==> src/hw/rtl/pli_pkg.sv <==
`timescale 1ns / 1ps

package pli_pkg;

    localparam int MAX_POINTS_DEF = 16;
    localparam int FRAC_BITS_DEF  = 16;

    localparam logic       REQ_WRITE = 1'b0;
    localparam logic       REQ_EVAL  = 1'b1;

    localparam logic [1:0] REGION_BELOW  = 2'd0;
    localparam logic [1:0] REGION_INSIDE = 2'd1;
    localparam logic [1:0] REGION_ABOVE  = 2'd2;

    localparam logic [1:0] REG_NUM_POINTS_ADDR = 2'd0;
    localparam logic [4:0] NUM_POINTS_RESET    = 5'd1;

    typedef struct packed {
        logic               req_type;
        logic [3:0]         point_index;
        logic signed [31:0] point_x;
        logic signed [31:0] point_y;
        logic signed [31:0] sample;
    } in_item_t;

    typedef struct packed {
        logic signed [31:0] value;
        logic signed [31:0] slope;
        logic [1:0]         region;
        logic               saturated;
    } out_item_t;

    // controller -> datapath
    typedef struct packed {
        logic       wr_point;
        logic       start;
        logic       addr_inc;
        logic       addr_dec;
        logic       latch_hi;
        logic       latch_lo;
        logic       set_clamp;
        logic [1:0] region;
        logic       prep;
        logic       div_start;
        logic       load_out;
    } cmd_t;

    // datapath -> controller
    typedef struct packed {
        logic hit;
        logic at_first;
        logic at_last;
        logic div_done;
    } status_t;

endpackage

==> src/hw/rtl/pli_muldiv.sv <==
`timescale 1ns / 1ps

// Computes floor(m * t / d) one bit of m per cycle, MSB first.
// Requires t <= d. Remainder kept below d, so each step yields a digit 0..2.
module pli_muldiv #(
    parameter int MW = 33
) (
    input  logic          clk,
    input  logic          rst_n,
    input  logic          start,
    input  logic [MW-1:0] m,
    input  logic [32:0]   t,
    input  logic [32:0]   d,
    output logic          busy,
    output logic [32:0]   q,
    output logic          ovf
);

    localparam int CNT_W = $clog2(MW + 1);

    logic             busy_reg, busy_next;
    logic [CNT_W-1:0] cnt_reg, cnt_next;
    logic [MW-1:0]    m_reg, m_next;
    logic [32:0]      r_reg, r_next;
    logic [32:0]      q_reg, q_next;
    logic             ovf_reg, ovf_next;

    logic [34:0] v, d1, d2;
    logic [34:0] q_full;
    logic [1:0]  dig;

    always_comb
    begin
        v  = {1'b0, r_reg, 1'b0} + (m_reg[MW-1] ? {2'b00, t} : 35'd0);
        d1 = {2'b00, d};
        d2 = {1'b0, d, 1'b0};
        if (v >= d2)
        begin
            dig    = 2'd2;
            r_next = 33'(v - d2);
        end
        else if (v >= d1)
        begin
            dig    = 2'd1;
            r_next = 33'(v - d1);
        end
        else
        begin
            dig    = 2'd0;
            r_next = v[32:0];
        end
        q_full    = {1'b0, q_reg, 1'b0} + 35'(dig);
        q_next    = q_full[32:0];
        ovf_next  = ovf_reg | (q_full[34:33] != 2'b00);
        m_next    = m_reg << 1;
        cnt_next  = cnt_reg - CNT_W'(1);
        busy_next = (cnt_reg != CNT_W'(1));
    end

    always_ff @(posedge clk or negedge rst_n)
    begin
        if (!rst_n)
        begin
            busy_reg <= 1'b0;
            cnt_reg  <= '0;
        end
        else if (start)
        begin
            busy_reg <= 1'b1;
            cnt_reg  <= CNT_W'(MW);
        end
        else if (busy_reg)
        begin
            busy_reg <= busy_next;
            cnt_reg  <= cnt_next;
        end
    end

    always_ff @(posedge clk)
    begin
        if (start)
        begin
            m_reg   <= m;
            r_reg   <= '0;
            q_reg   <= '0;
            ovf_reg <= 1'b0;
        end
        else if (busy_reg)
        begin
            m_reg   <= m_next;
            r_reg   <= r_next;
            q_reg   <= q_next;
            ovf_reg <= ovf_next;
        end
    end

    assign busy = busy_reg;
    assign q    = q_reg;
    assign ovf  = ovf_reg;

endmodule

==> src/hw/rtl/pli_datapath.sv <==
`timescale 1ns / 1ps

module pli_datapath #(
    parameter int MAX_POINTS = pli_pkg::MAX_POINTS_DEF,
    parameter int FRAC_BITS  = pli_pkg::FRAC_BITS_DEF
) (
    input  logic              clk,
    input  logic              rst_n,
    input  pli_pkg::in_item_t in_data,
    input  logic [4:0]        num_points,
    input  pli_pkg::cmd_t     cmd,
    output pli_pkg::status_t  status,
    output pli_pkg::out_item_t out_data
);

    localparam int AW  = $clog2(MAX_POINTS);
    localparam int CW  = $clog2(MAX_POINTS + 1);
    localparam int NW  = (CW > 5) ? CW : 5;
    localparam int MWS = 33 + FRAC_BITS;

    logic signed [31:0] x_mem [MAX_POINTS];
    logic signed [31:0] y_mem [MAX_POINTS];

    logic signed [31:0] rd_x_reg, rd_y_reg;
    logic [AW-1:0]      addr_reg, last_reg;
    logic signed [31:0] sample_reg;
    logic signed [31:0] x1_reg, y1_reg, x0_reg, y0_reg;
    logic [1:0]         region_reg;
    logic [32:0]        dx_reg, t_reg;
    logic signed [32:0] dy_reg;
    pli_pkg::out_item_t out_reg, out_next;

    logic [NW-1:0]      np_ext, n_eff;
    logic [AW-1:0]      last_next;
    logic               wr_in_range;
    logic [32:0]        a_mag;
    logic               dy_neg;

    logic               busy_v, busy_s, ovf_v, ovf_s;
    logic [32:0]        q_v, q_s;

    logic signed [33:0] y0_ext, frac_ext, v_sum;
    logic               v_sat, s_sat;
    logic signed [31:0] v_clip, s_clip;

    // effective point count: zero reads as one, capped at table depth
    always_comb
    begin
        np_ext = NW'(num_points);
        if (np_ext == '0)
            n_eff = NW'(1);
        else if (np_ext > NW'(MAX_POINTS))
            n_eff = NW'(MAX_POINTS);
        else
            n_eff = np_ext;
        last_next = AW'(n_eff - NW'(1));
    end

    assign wr_in_range = (32'(in_data.point_index) < 32'(MAX_POINTS));

    always_ff @(posedge clk)
    begin
        if (cmd.wr_point && wr_in_range)
        begin
            x_mem[AW'(in_data.point_index)] <= in_data.point_x;
            y_mem[AW'(in_data.point_index)] <= in_data.point_y;
        end
        rd_x_reg <= x_mem[addr_reg];
        rd_y_reg <= y_mem[addr_reg];
    end

    always_ff @(posedge clk)
    begin
        if (cmd.start)
        begin
            sample_reg <= in_data.sample;
            addr_reg   <= '0;
            last_reg   <= last_next;
        end
        else if (cmd.addr_inc)
            addr_reg <= addr_reg + AW'(1);
        else if (cmd.addr_dec)
            addr_reg <= addr_reg - AW'(1);

        if (cmd.latch_hi)
        begin
            x1_reg <= rd_x_reg;
            y1_reg <= rd_y_reg;
        end
        if (cmd.set_clamp)
        begin
            y0_reg     <= rd_y_reg;
            region_reg <= cmd.region;
        end
        else if (cmd.latch_lo)
        begin
            x0_reg     <= rd_x_reg;
            y0_reg     <= rd_y_reg;
            region_reg <= pli_pkg::REGION_INSIDE;
        end
        if (cmd.prep)
        begin
            dx_reg <= 33'(33'(x1_reg) - 33'(x0_reg));
            t_reg  <= 33'(33'(sample_reg) - 33'(x0_reg));
            dy_reg <= 33'(y1_reg) - 33'(y0_reg);
        end
        if (cmd.load_out)
            out_reg <= out_next;
    end

    assign dy_neg = dy_reg[32];
    assign a_mag  = dy_neg ? 33'(-dy_reg) : 33'(dy_reg);

    // fraction of the segment rise: floor(|dy| * t / dx)
    pli_muldiv #(
        .MW(33)
    ) u_div_value (
        .clk  (clk),
        .rst_n(rst_n),
        .start(cmd.div_start),
        .m    (a_mag),
        .t    (t_reg),
        .d    (dx_reg),
        .busy (busy_v),
        .q    (q_v),
        .ovf  (ovf_v)
    );

    // slope magnitude: floor(|dy| * 2^FRAC_BITS / dx)
    pli_muldiv #(
        .MW(MWS)
    ) u_div_slope (
        .clk  (clk),
        .rst_n(rst_n),
        .start(cmd.div_start),
        .m    (MWS'(a_mag) << FRAC_BITS),
        .t    (33'd1),
        .d    (dx_reg),
        .busy (busy_s),
        .q    (q_s),
        .ovf  (ovf_s)
    );

    always_comb
    begin
        y0_ext   = 34'(y0_reg);
        frac_ext = signed'({1'b0, q_v});
        v_sum    = dy_neg ? (y0_ext - frac_ext) : (y0_ext + frac_ext);
        // value cannot leave [y0, y1] when ovf_v is clear; kept as a guard
        v_sat    = ovf_v || (v_sum > 34'sh0_7FFF_FFFF) || (v_sum < 34'sh3_8000_0000);
        if (ovf_v)
            v_clip = dy_neg ? 32'sh8000_0000 : 32'sh7FFF_FFFF;
        else if (v_sum > 34'sh0_7FFF_FFFF)
            v_clip = 32'sh7FFF_FFFF;
        else if (v_sum < 34'sh3_8000_0000)
            v_clip = 32'sh8000_0000;
        else
            v_clip = v_sum[31:0];

        s_sat = ovf_s || (!dy_neg && (q_s > 33'h0_7FFF_FFFF))
                      || (dy_neg && (q_s > 33'h0_8000_0000));
        if (s_sat)
            s_clip = dy_neg ? 32'sh8000_0000 : 32'sh7FFF_FFFF;
        else if (dy_neg)
            s_clip = -signed'(q_s[31:0]);
        else
            s_clip = signed'(q_s[31:0]);

        if (region_reg == pli_pkg::REGION_INSIDE)
        begin
            out_next.value     = v_clip;
            out_next.slope     = s_clip;
            out_next.saturated = v_sat | s_sat;
        end
        else
        begin
            out_next.value     = y0_reg;
            out_next.slope     = '0;
            out_next.saturated = 1'b0;
        end
        out_next.region = region_reg;
    end

    assign status.hit      = (sample_reg < rd_x_reg);
    assign status.at_first = (addr_reg == '0);
    assign status.at_last  = (addr_reg == last_reg);
    assign status.div_done = !busy_v && !busy_s;

    assign out_data = out_reg;

endmodule

==> src/hw/rtl/pli_ctrl.sv <==
`timescale 1ns / 1ps

module pli_ctrl (
    input  logic             clk,
    input  logic             rst_n,
    input  logic             in_valid,
    input  logic             in_req,
    output logic             in_stall,
    output logic             out_valid,
    input  logic             out_stall,
    input  pli_pkg::status_t status,
    output pli_pkg::cmd_t    cmd
);

    typedef enum logic [3:0] {
        S_IDLE,
        S_READ,
        S_CMP,
        S_READ_LO,
        S_LATCH_LO,
        S_PREP,
        S_DIV_START,
        S_DIV_WAIT,
        S_FINISH
    } state_t;

    state_t state_reg, state_next;
    logic   out_valid_reg, out_valid_next;
    logic   out_free;

    assign out_free = !out_valid_reg || !out_stall;

    always_comb
    begin
        state_next = state_reg;
        cmd        = '0;
        unique case (state_reg)
            S_IDLE:
            begin
                if (in_valid)
                begin
                    if (in_req == pli_pkg::REQ_EVAL)
                    begin
                        cmd.start  = 1'b1;
                        state_next = S_READ;
                    end
                    else
                        cmd.wr_point = 1'b1;
                end
            end
            S_READ:
                state_next = S_CMP;
            S_CMP:
            begin
                if (status.hit)
                begin
                    if (status.at_first)
                    begin
                        cmd.set_clamp = 1'b1;
                        cmd.region    = pli_pkg::REGION_BELOW;
                        state_next    = S_FINISH;
                    end
                    else
                    begin
                        cmd.latch_hi = 1'b1;
                        cmd.addr_dec = 1'b1;
                        state_next   = S_READ_LO;
                    end
                end
                else if (status.at_last)
                begin
                    cmd.set_clamp = 1'b1;
                    cmd.region    = pli_pkg::REGION_ABOVE;
                    state_next    = S_FINISH;
                end
                else
                begin
                    cmd.addr_inc = 1'b1;
                    state_next   = S_READ;
                end
            end
            S_READ_LO:
                state_next = S_LATCH_LO;
            S_LATCH_LO:
            begin
                cmd.latch_lo = 1'b1;
                state_next   = S_PREP;
            end
            S_PREP:
            begin
                cmd.prep   = 1'b1;
                state_next = S_DIV_START;
            end
            S_DIV_START:
            begin
                cmd.div_start = 1'b1;
                state_next    = S_DIV_WAIT;
            end
            S_DIV_WAIT:
            begin
                if (status.div_done)
                    state_next = S_FINISH;
            end
            S_FINISH:
            begin
                if (out_free)
                begin
                    cmd.load_out = 1'b1;
                    state_next   = S_IDLE;
                end
            end
            default:
                state_next = S_IDLE;
        endcase

        if (cmd.load_out)
            out_valid_next = 1'b1;
        else if (out_valid_reg && !out_stall)
            out_valid_next = 1'b0;
        else
            out_valid_next = out_valid_reg;
    end

    always_ff @(posedge clk or negedge rst_n)
    begin
        if (!rst_n)
        begin
            state_reg     <= S_IDLE;
            out_valid_reg <= 1'b0;
        end
        else
        begin
            state_reg     <= state_next;
            out_valid_reg <= out_valid_next;
        end
    end

    assign in_stall  = (state_reg != S_IDLE);
    assign out_valid = out_valid_reg;

endmodule

==> src/hw/rtl/piecewise_linear_interp.sv <==
// Point write: the next item is taken on the following cycle.
// Evaluate: scans the table to the bracketing point, then inside a segment fetches
//   the lower point and waits on both dividers, of which the slope divider is longer.
// One item in flight; the finished result waits in the output register meanwhile.
// rst_n (async, active low) clears control state and sets num_points to 1;
//   point tables are not cleared and hold nothing valid until written.
`timescale 1ns / 1ps

module piecewise_linear_interp #(
    parameter int MAX_POINTS = pli_pkg::MAX_POINTS_DEF,
    parameter int FRAC_BITS  = pli_pkg::FRAC_BITS_DEF
) (
    input  logic               clk,
    input  logic               rst_n,
    // input channel
    input  logic               in_valid,
    output logic               in_stall,
    input  pli_pkg::in_item_t  in_data,
    // result channel
    output logic               out_valid,
    input  logic               out_stall,
    output pli_pkg::out_item_t out_data,
    // configuration
    input  logic               psel,
    input  logic               penable,
    input  logic               pwrite,
    input  logic [1:0]         paddr,
    input  logic [31:0]        pwdata,
    output logic [31:0]        prdata,
    output logic               pready
);

    // Configuration: a single register, num_points, at byte address 0.
    // Writes land on the access phase; the port never inserts wait states.
    logic [4:0] num_points_reg, num_points_next;
    logic       cfg_wr;

    assign pready = 1'b1;
    assign cfg_wr = psel && penable && pwrite && pready
                    && (paddr == pli_pkg::REG_NUM_POINTS_ADDR);

    always_comb
    begin
        num_points_next = cfg_wr ? pwdata[4:0] : num_points_reg;
    end

    always_ff @(posedge clk or negedge rst_n)
    begin
        if (!rst_n)
            num_points_reg <= pli_pkg::NUM_POINTS_RESET;
        else
            num_points_reg <= num_points_next;
    end

    assign prdata = (paddr == pli_pkg::REG_NUM_POINTS_ADDR) ? 32'(num_points_reg) : 32'd0;

    // Controller sequences the scan, the bracket fetch, the divide and the
    // result transfer; datapath holds the tables, the divider pair and the
    // output register.
    pli_pkg::cmd_t    cmd;
    pli_pkg::status_t status;

    pli_ctrl u_ctrl (
        .clk      (clk),
        .rst_n    (rst_n),
        .in_valid (in_valid),
        .in_req   (in_data.req_type),
        .in_stall (in_stall),
        .out_valid(out_valid),
        .out_stall(out_stall),
        .status   (status),
        .cmd      (cmd)
    );

    pli_datapath #(
        .MAX_POINTS(MAX_POINTS),
        .FRAC_BITS (FRAC_BITS)
    ) u_datapath (
        .clk       (clk),
        .rst_n     (rst_n),
        .in_data   (in_data),
        .num_points(num_points_reg),
        .cmd       (cmd),
        .status    (status),
        .out_data  (out_data)
    );

endmodule

==> config.mk <==
export PLATFORM = sky130hd
export DESIGN_NAME = piecewise_linear_interp
export DESIGN_NICKNAME = d
export VERILOG_FILES = /design/src/hw/rtl/pli_pkg.sv /design/src/hw/rtl/pli_muldiv.sv /design/src/hw/rtl/pli_datapath.sv /design/src/hw/rtl/pli_ctrl.sv /design/src/hw/rtl/piecewise_linear_interp.sv
export SDC_FILE = /design/constraint.sdc
export NUM_CORES = 2
export LEC_CHECK = 0
export BUFFER_PORTS_ARGS = -buffer_cell sky130_fd_sc_hd__buf_2
export CORE_MARGIN = 2
export CORE_UTILIZATION = 45
export DETAILED_ROUTE_END_ITERATION = 12
export PLACE_DENSITY = 0.72
export SYNTH_ARGS = -nofsm -noshare
export SYNTH_HDL_FRONTEND = slang
export SYNTH_SLANG_ARGS = --single-unit
==> constraint.sdc <==
create_clock -name clk -period 18.96 [get_ports clk]
set_input_delay 3.792 -clock clk [delete_from_list [all_inputs] [get_ports clk]]
set_output_delay 3.792 -clock clk [all_outputs]
set_load 0.02 [all_outputs]
### Yosys cells after proc, flatten, opt, wreduce, memory -nomap -nowiden

Memory sizes are Yosys's and may differ from the RTL's. A register that Yosys moved wholly into a read port is not among the register bits.
Index checks and enable logic that the tools add are counted.

| storage, ports and cells | value |
|---|---|
| bits in registers | 560 |
| bits in latches | 0 |
| RAM bits | 1024 |
| memory bits (read-only) | 0 |
| logic and storage cells | 183 |
| memories | 2 |

Memory list:

| memory | depth | bits a word | read ports | clocked after Yosys merged registers in | write ports | line | text |
|---|---|---|---|---|---|---|---|
| u_datapath.x_mem | 16 | 32 | 1 | 1 | 1 | pli_datapath.sv:21 | `logic signed [31:0] x_mem [MAX_POINTS];` |
| u_datapath.y_mem | 16 | 32 | 1 | 1 | 1 | pli_datapath.sv:22 | `logic signed [31:0] y_mem [MAX_POINTS];` |

| operators by class | value |
|---|---|
| add/sub/neg operators | 20 |
| multiply operators | 0 |
| divide/modulo/power cells | 0 |
| order comparisons | 10 |
| equality and inequality tests | 16 |
| shifts and indexed selects | 0 |
| mux-type cells | 70 |
| bitwise gates (word level) | 4 |
| reductions and logical operators | 31 |

Operators with widths:

| operator | number |
|---|---|
| 33-bit 2-to-1 mux | 8 |
| 32-bit 2-to-1 mux | 8 |
| 33-bit subtractor | 4 |
| 32-bit by 32-bit subtractor with 33-bit output | 3 |
| 49-bit 2-to-1 mux | 2 |
| 34-bit by 2-bit adder with 35-bit output | 2 |
| 35-bit by 33-bit greater-or-equal comparator with 1-bit output | 2 |
| 35-bit by 34-bit greater-or-equal comparator with 1-bit output | 2 |
| 64-bit 2-to-1 mux | 1 |
| 4-bit 2-to-1 mux | 11 |
| 4-bit one-hot mux with 9 select lines | 1 |
| 34-bit by 1-bit adder with 35-bit output | 1 |
| 34-bit by 33-bit adder with 35-bit output | 1 |
| 32-bit by 34-bit adder with 34-bit output | 1 |
| 34-bit by 32-bit > comparator with 1-bit output (second input constant) | 1 |
| 34-bit by 32-bit < comparator with 1-bit output (second input constant) | 1 |
| 34-bit 2-to-1 mux | 1 |
| 32-bit by 34-bit subtractor with 34-bit output | 1 |
| 33-bit by 31-bit > comparator with 1-bit output (second input constant) | 1 |
| 33-bit by 32-bit > comparator with 1-bit output (second input constant) | 1 |
| 33-bit negation | 1 |
| 32-bit < comparator | 1 |
| 32-bit negation | 1 |
| 6-bit 2-to-1 mux | 4 |
| 29 further kinds | 91 |

### Longest topological paths before layout

| depth | value |
|---|---|
| depth in word-level cells | 8 |
| depth in mapped cells | 33 |

### Modules after synthesis

From an unflattened synthesis, not the netlist that was laid out.

| unflattened totals | value |
|---|---|
| cell total of the unflattened synthesis | 6552 |
| area, all modules | 83197.3 µm² |

Modules (own cells, without submodules):

| module | instances | cells an instance | area an instance (µm²) | sequential area each (µm²) |
|---|---|---|---|---|
| pli_datapath | 1 | 3969 | 61202.4 | 42080.4 |
| pli_muldiv (u_datapath.u_div_slope) | 1 | 1226 | 10747.8 | 2987.9 |
| pli_muldiv (u_datapath.u_div_value) | 1 | 1261 | 10364.9 | 2507.4 |
| piecewise_linear_interp | 1 | 47 | 470.5 | 126.4 |
| pli_ctrl | 1 | 49 | 411.6 | 125.1 |

### Worst setup path after synthesis

No wires, ideal clock.

| timing path | value |
|---|---|
| kind | input to register |
| start | input in_data[100] (netlist bit) |
| end | memory u_datapath.x_mem[0][0], enable pin |
| arrival time | 8.749 ns |
| required time | 18.395 ns |
| slack | 9.646 ns |
| stages | 2 |
| buffers on the path | 0 |
| cell sequence | or4_1 > nor3_1 |

| between the ends | value |
|---|---|
| cells in the longest elaborated chain, start to end | 5 |

Ends and longest elaborated chain:

| item | line | text |
|---|---|---|
| start: declaration | piecewise_linear_interp.sv:18 | `input pli_pkg::in_item_t in_data,` |
| 1-bit 2-to-1 mux | pli_ctrl.sv:42 | `if (in_req == pli_pkg::REQ_EVAL)` |
| 2-bit 2-to-1 mux | pli_ctrl.sv:40 | `if (in_valid)` |
| 2-bit 2-to-1 mux | pli_ctrl.sv:37 | `unique case (state_reg)` |
| 1-bit 2-to-1 mux | pli_datapath.sv:63 | `if (cmd.wr_point && wr_in_range)` |
| 1-bit 2-to-1 mux (implied by the code) | pli_datapath.sv:65 | `x_mem[AW'(in_data.point_index)] <= in_data.point_x;` |
| end: declaration | pli_datapath.sv:21 |  |

No other way between the ends.

### Final worst setup path

| timing path | value |
|---|---|
| start | input paddr[1] |
| end | output prdata[0] |

| between the ends | value |
|---|---|
| cells in the longest elaborated chain, start to end | 2 |

Ends and longest elaborated chain:

| item | line | text |
|---|---|---|
| start: declaration | piecewise_linear_interp.sv:27 | `input logic [1:0] paddr,` |
| 2-bit zero test | piecewise_linear_interp.sv:55 | `assign prdata = (paddr == pli_pkg::REG_NUM_POINTS_ADDR) ? 32'(num_points_reg) : 32'd0;` |
| 5-bit 2-to-1 mux | piecewise_linear_interp.sv:55 |  |
| end: declaration | piecewise_linear_interp.sv:29 | `output logic [31:0] prdata,` |

No other way between the ends.

==> metrics.yaml <==
status: "finished clean"
setup_violations: 0
regArea_um2: 47370
drt_iter0_drc: 5262
critPathKind: "in2out"
numPortBuffers: 188
muxShareOfSynthArea: 0.09208
clock-sinks: 1648
areaGrowthSynthToFinish_pct: 11.40
fin_cells: 8688
synthArstFlopShare: 0.01456
vdd_drop_max_v: 0.00006382
arrival_ns: 5.25
clockRootBuffer: "clkbuf_16"
ys_types: 90
cts_setup_buffers: 0
hold_class: "reg2reg"
cts_buffer_depth: 3
ios: 244
place_inst: 8368
yosysMostFrequentCell: "edfxtp_1"
htree_levels: 4
hold_slack_ns: 0.4261
fillCellCount: 14640
coreArea_um2: 177800
start_util: 0.4515
grt_pass1_wl_um: 301200
rr_endpoint: "u_datapath.u_div_value.ovf"
cellLeakagePower_nw: 31.89
finalWirelength_um: 200700
grt_start_max_net_pins: 119
rrSetupSlack_ns: 9.93
synth_area_leaders: "edfxtp_1, mux4_2, ha_1"
ys_ff_latch: 1648
yosys-top-cells-count: "edfxtp_1, nor2_1, ha_1"
finalWeightedCongestion: 0.9469
layout_min_cycle_time_ns: 9.040
rsz0062_at_grt: "false"
synth_compound_area_frac: 0.1170
grt_pass1_vias: 50028
worstSetupEndpointType: "output pin"
total_power_mw: 7.372
syn_area_per_cell_um2: 13.30
mappedNetlistArea_um2: 80290
drc: 0
hpwl_um: 131400
multi_input_area_um2: 31050
drv_cap: 0
fmax_mhz: 110.6
die_h_um: 426.4
final_nets: 6673
die_area_um2: 181800
worstPathMaxFanout: 6
ys.flop_type: "edfxtp_1"
cts_buffers: 167
clock_latency_ns: 0.82
grt-ovfl-total: 0
synth-xor-area-share: 0.03992
cp-start-kind: "input port"
reg2reg_depth: 30
track_usage: 0.2179
finClkSkew_ns: 0.03416
cp-startpoint: "paddr[1]"
cts_resized: 0
hold_violations: 0
core.rowCount: 155
finalMaxSlewViolations: 0
yosys.area_share.simple: 0.07835
first_pass_iters: 5
die_width_um: 426.4
tritoncts: "done"
relSlewSlack: 0.2035
antenna_found_initial: 32
viasPerCell: 5.859
synth_top_area_frac: 0.5318
vias: 50900
wl_per_cell_um: 23.11
final_antenna_net_count: 0
worstPathRequired_ns: 15.17
post-place-ws_ns: 9.899
synth-edff-count: 1422
synthAdderAreaFrac: 0.05532
synth_top_family_by_area: "compound AO/OA/AOI/OAI gates"
finalSetupTns_ns: 0
hold_buffers: 0
clk_pin_slew_ns: 0.06
ys_warn_count: 0
worst_pin_slew_ns: 1.192
fin_crit_sh: 0.4768
synthCells: 6036
yosysSeqAreaShare: 0.5897
power-per-cell-area_nw_per_um2: 82.42
critPathCapture: "prdata[0]"
yosysTopAreaCell: "edfxtp_1"
drive_gt1_frac: 0.1403
fin_ws_ns: 9.920
r2r_start: "u_datapath.u_div_value.m_reg[32]"
==> report_power, final <==
part	switching [mW]	total, mW	internal, mW
Combinational	0.0469	0.0614	0.0145
Clock	1.41	3.38	1.98
Sequential	0.00617	3.93	3.92
Total	1.46	7.37	5.91
==> layer usage <==
metal,share of wire,GRT usage,vias to the layer above
met5,0.00070,0,-
li1,-,-,23527
met4,0.046,0.09806,22
met2,0.49,0.3721,1792
met1,0.40,0.2740,25144
met3,0.060,0.03273,415
==> per-stage QoR <==
stage	cell area (um^2)	util
final	89440	0.5030
after global routing	89430	0.5029
after CTS	89420	0.5028
after detailed placement	83780	0.4711
after global placement	83780	0.4711
after floorplan	80390	-
==> layout make-up <==
class	instances	share of cell area
multi-input combinational	3855	0.3471
clock buffer	223	0.05009
inverter	255	0.01070
timing repair buffer	255	0.01628
clock inverter	86	0.01298
sequential	1648	0.5296
tap	2355	0.03294
antenna	11	0.0003077
==> kinds of logic (layout without fill, tap and decap cells) <==
group / after synthesis / after routing
adder cells (fa/ha/maj): 349 / 349
multiplexers: 399 / 399
other: 2 / 39
AND/OR/NAND/NOR: 1289 / 1289
XOR/XNOR: 366 / 366
AO/OA/AOI/OAI: 1424 / 1424
buffers and inverters: 559 / 819
flip-flops: 1648 / 1648
==> worst min path at each step <==
| stage | from | to | cells past startpoint |
|---|---|---|---|
| 2_1_floorplan | u_datapath.rd_y_reg[0] | u_datapath.y0_reg[0] | 0 |
| 3_3_place_gp | u_datapath.rd_y_reg[13] | u_datapath.y1_reg[13] | 0 |
| 3_5_place_dp | u_datapath.rd_y_reg[29] | u_datapath.y0_reg[29] | 0 |
| 4_1_cts | u_datapath.rd_y_reg[19] | u_datapath.y0_reg[19] | 0 |
| 5_1_grt | u_datapath.rd_y_reg[19] | u_datapath.y1_reg[19] | 0 |
| 6_report | u_datapath.rd_y_reg[13] | u_datapath.y0_reg[13] | 0 |
==> worst max-delay path: stages <==
cell	delay [ns]
buf_2	0.10
nor2_1	0.65
and2_1	0.46
buf_2	0.24
==> placed cells by master, fill, tap and decap left out, types with 118 or more instances in the layout <==
cell	n
edfxtp_1	1422
a21o_1	146
o21a_1	118
xnor2_1	234
nand2_1	321
nor2_1	349
ha_1	339
xor2_1	132
clkbuf_16	168
inv_1	254
buf_2	188
a21oi_1	334
o21ai_0	283
dfxtp_1	198
mux4_2	268
Power figures use the tool's default switching activity.
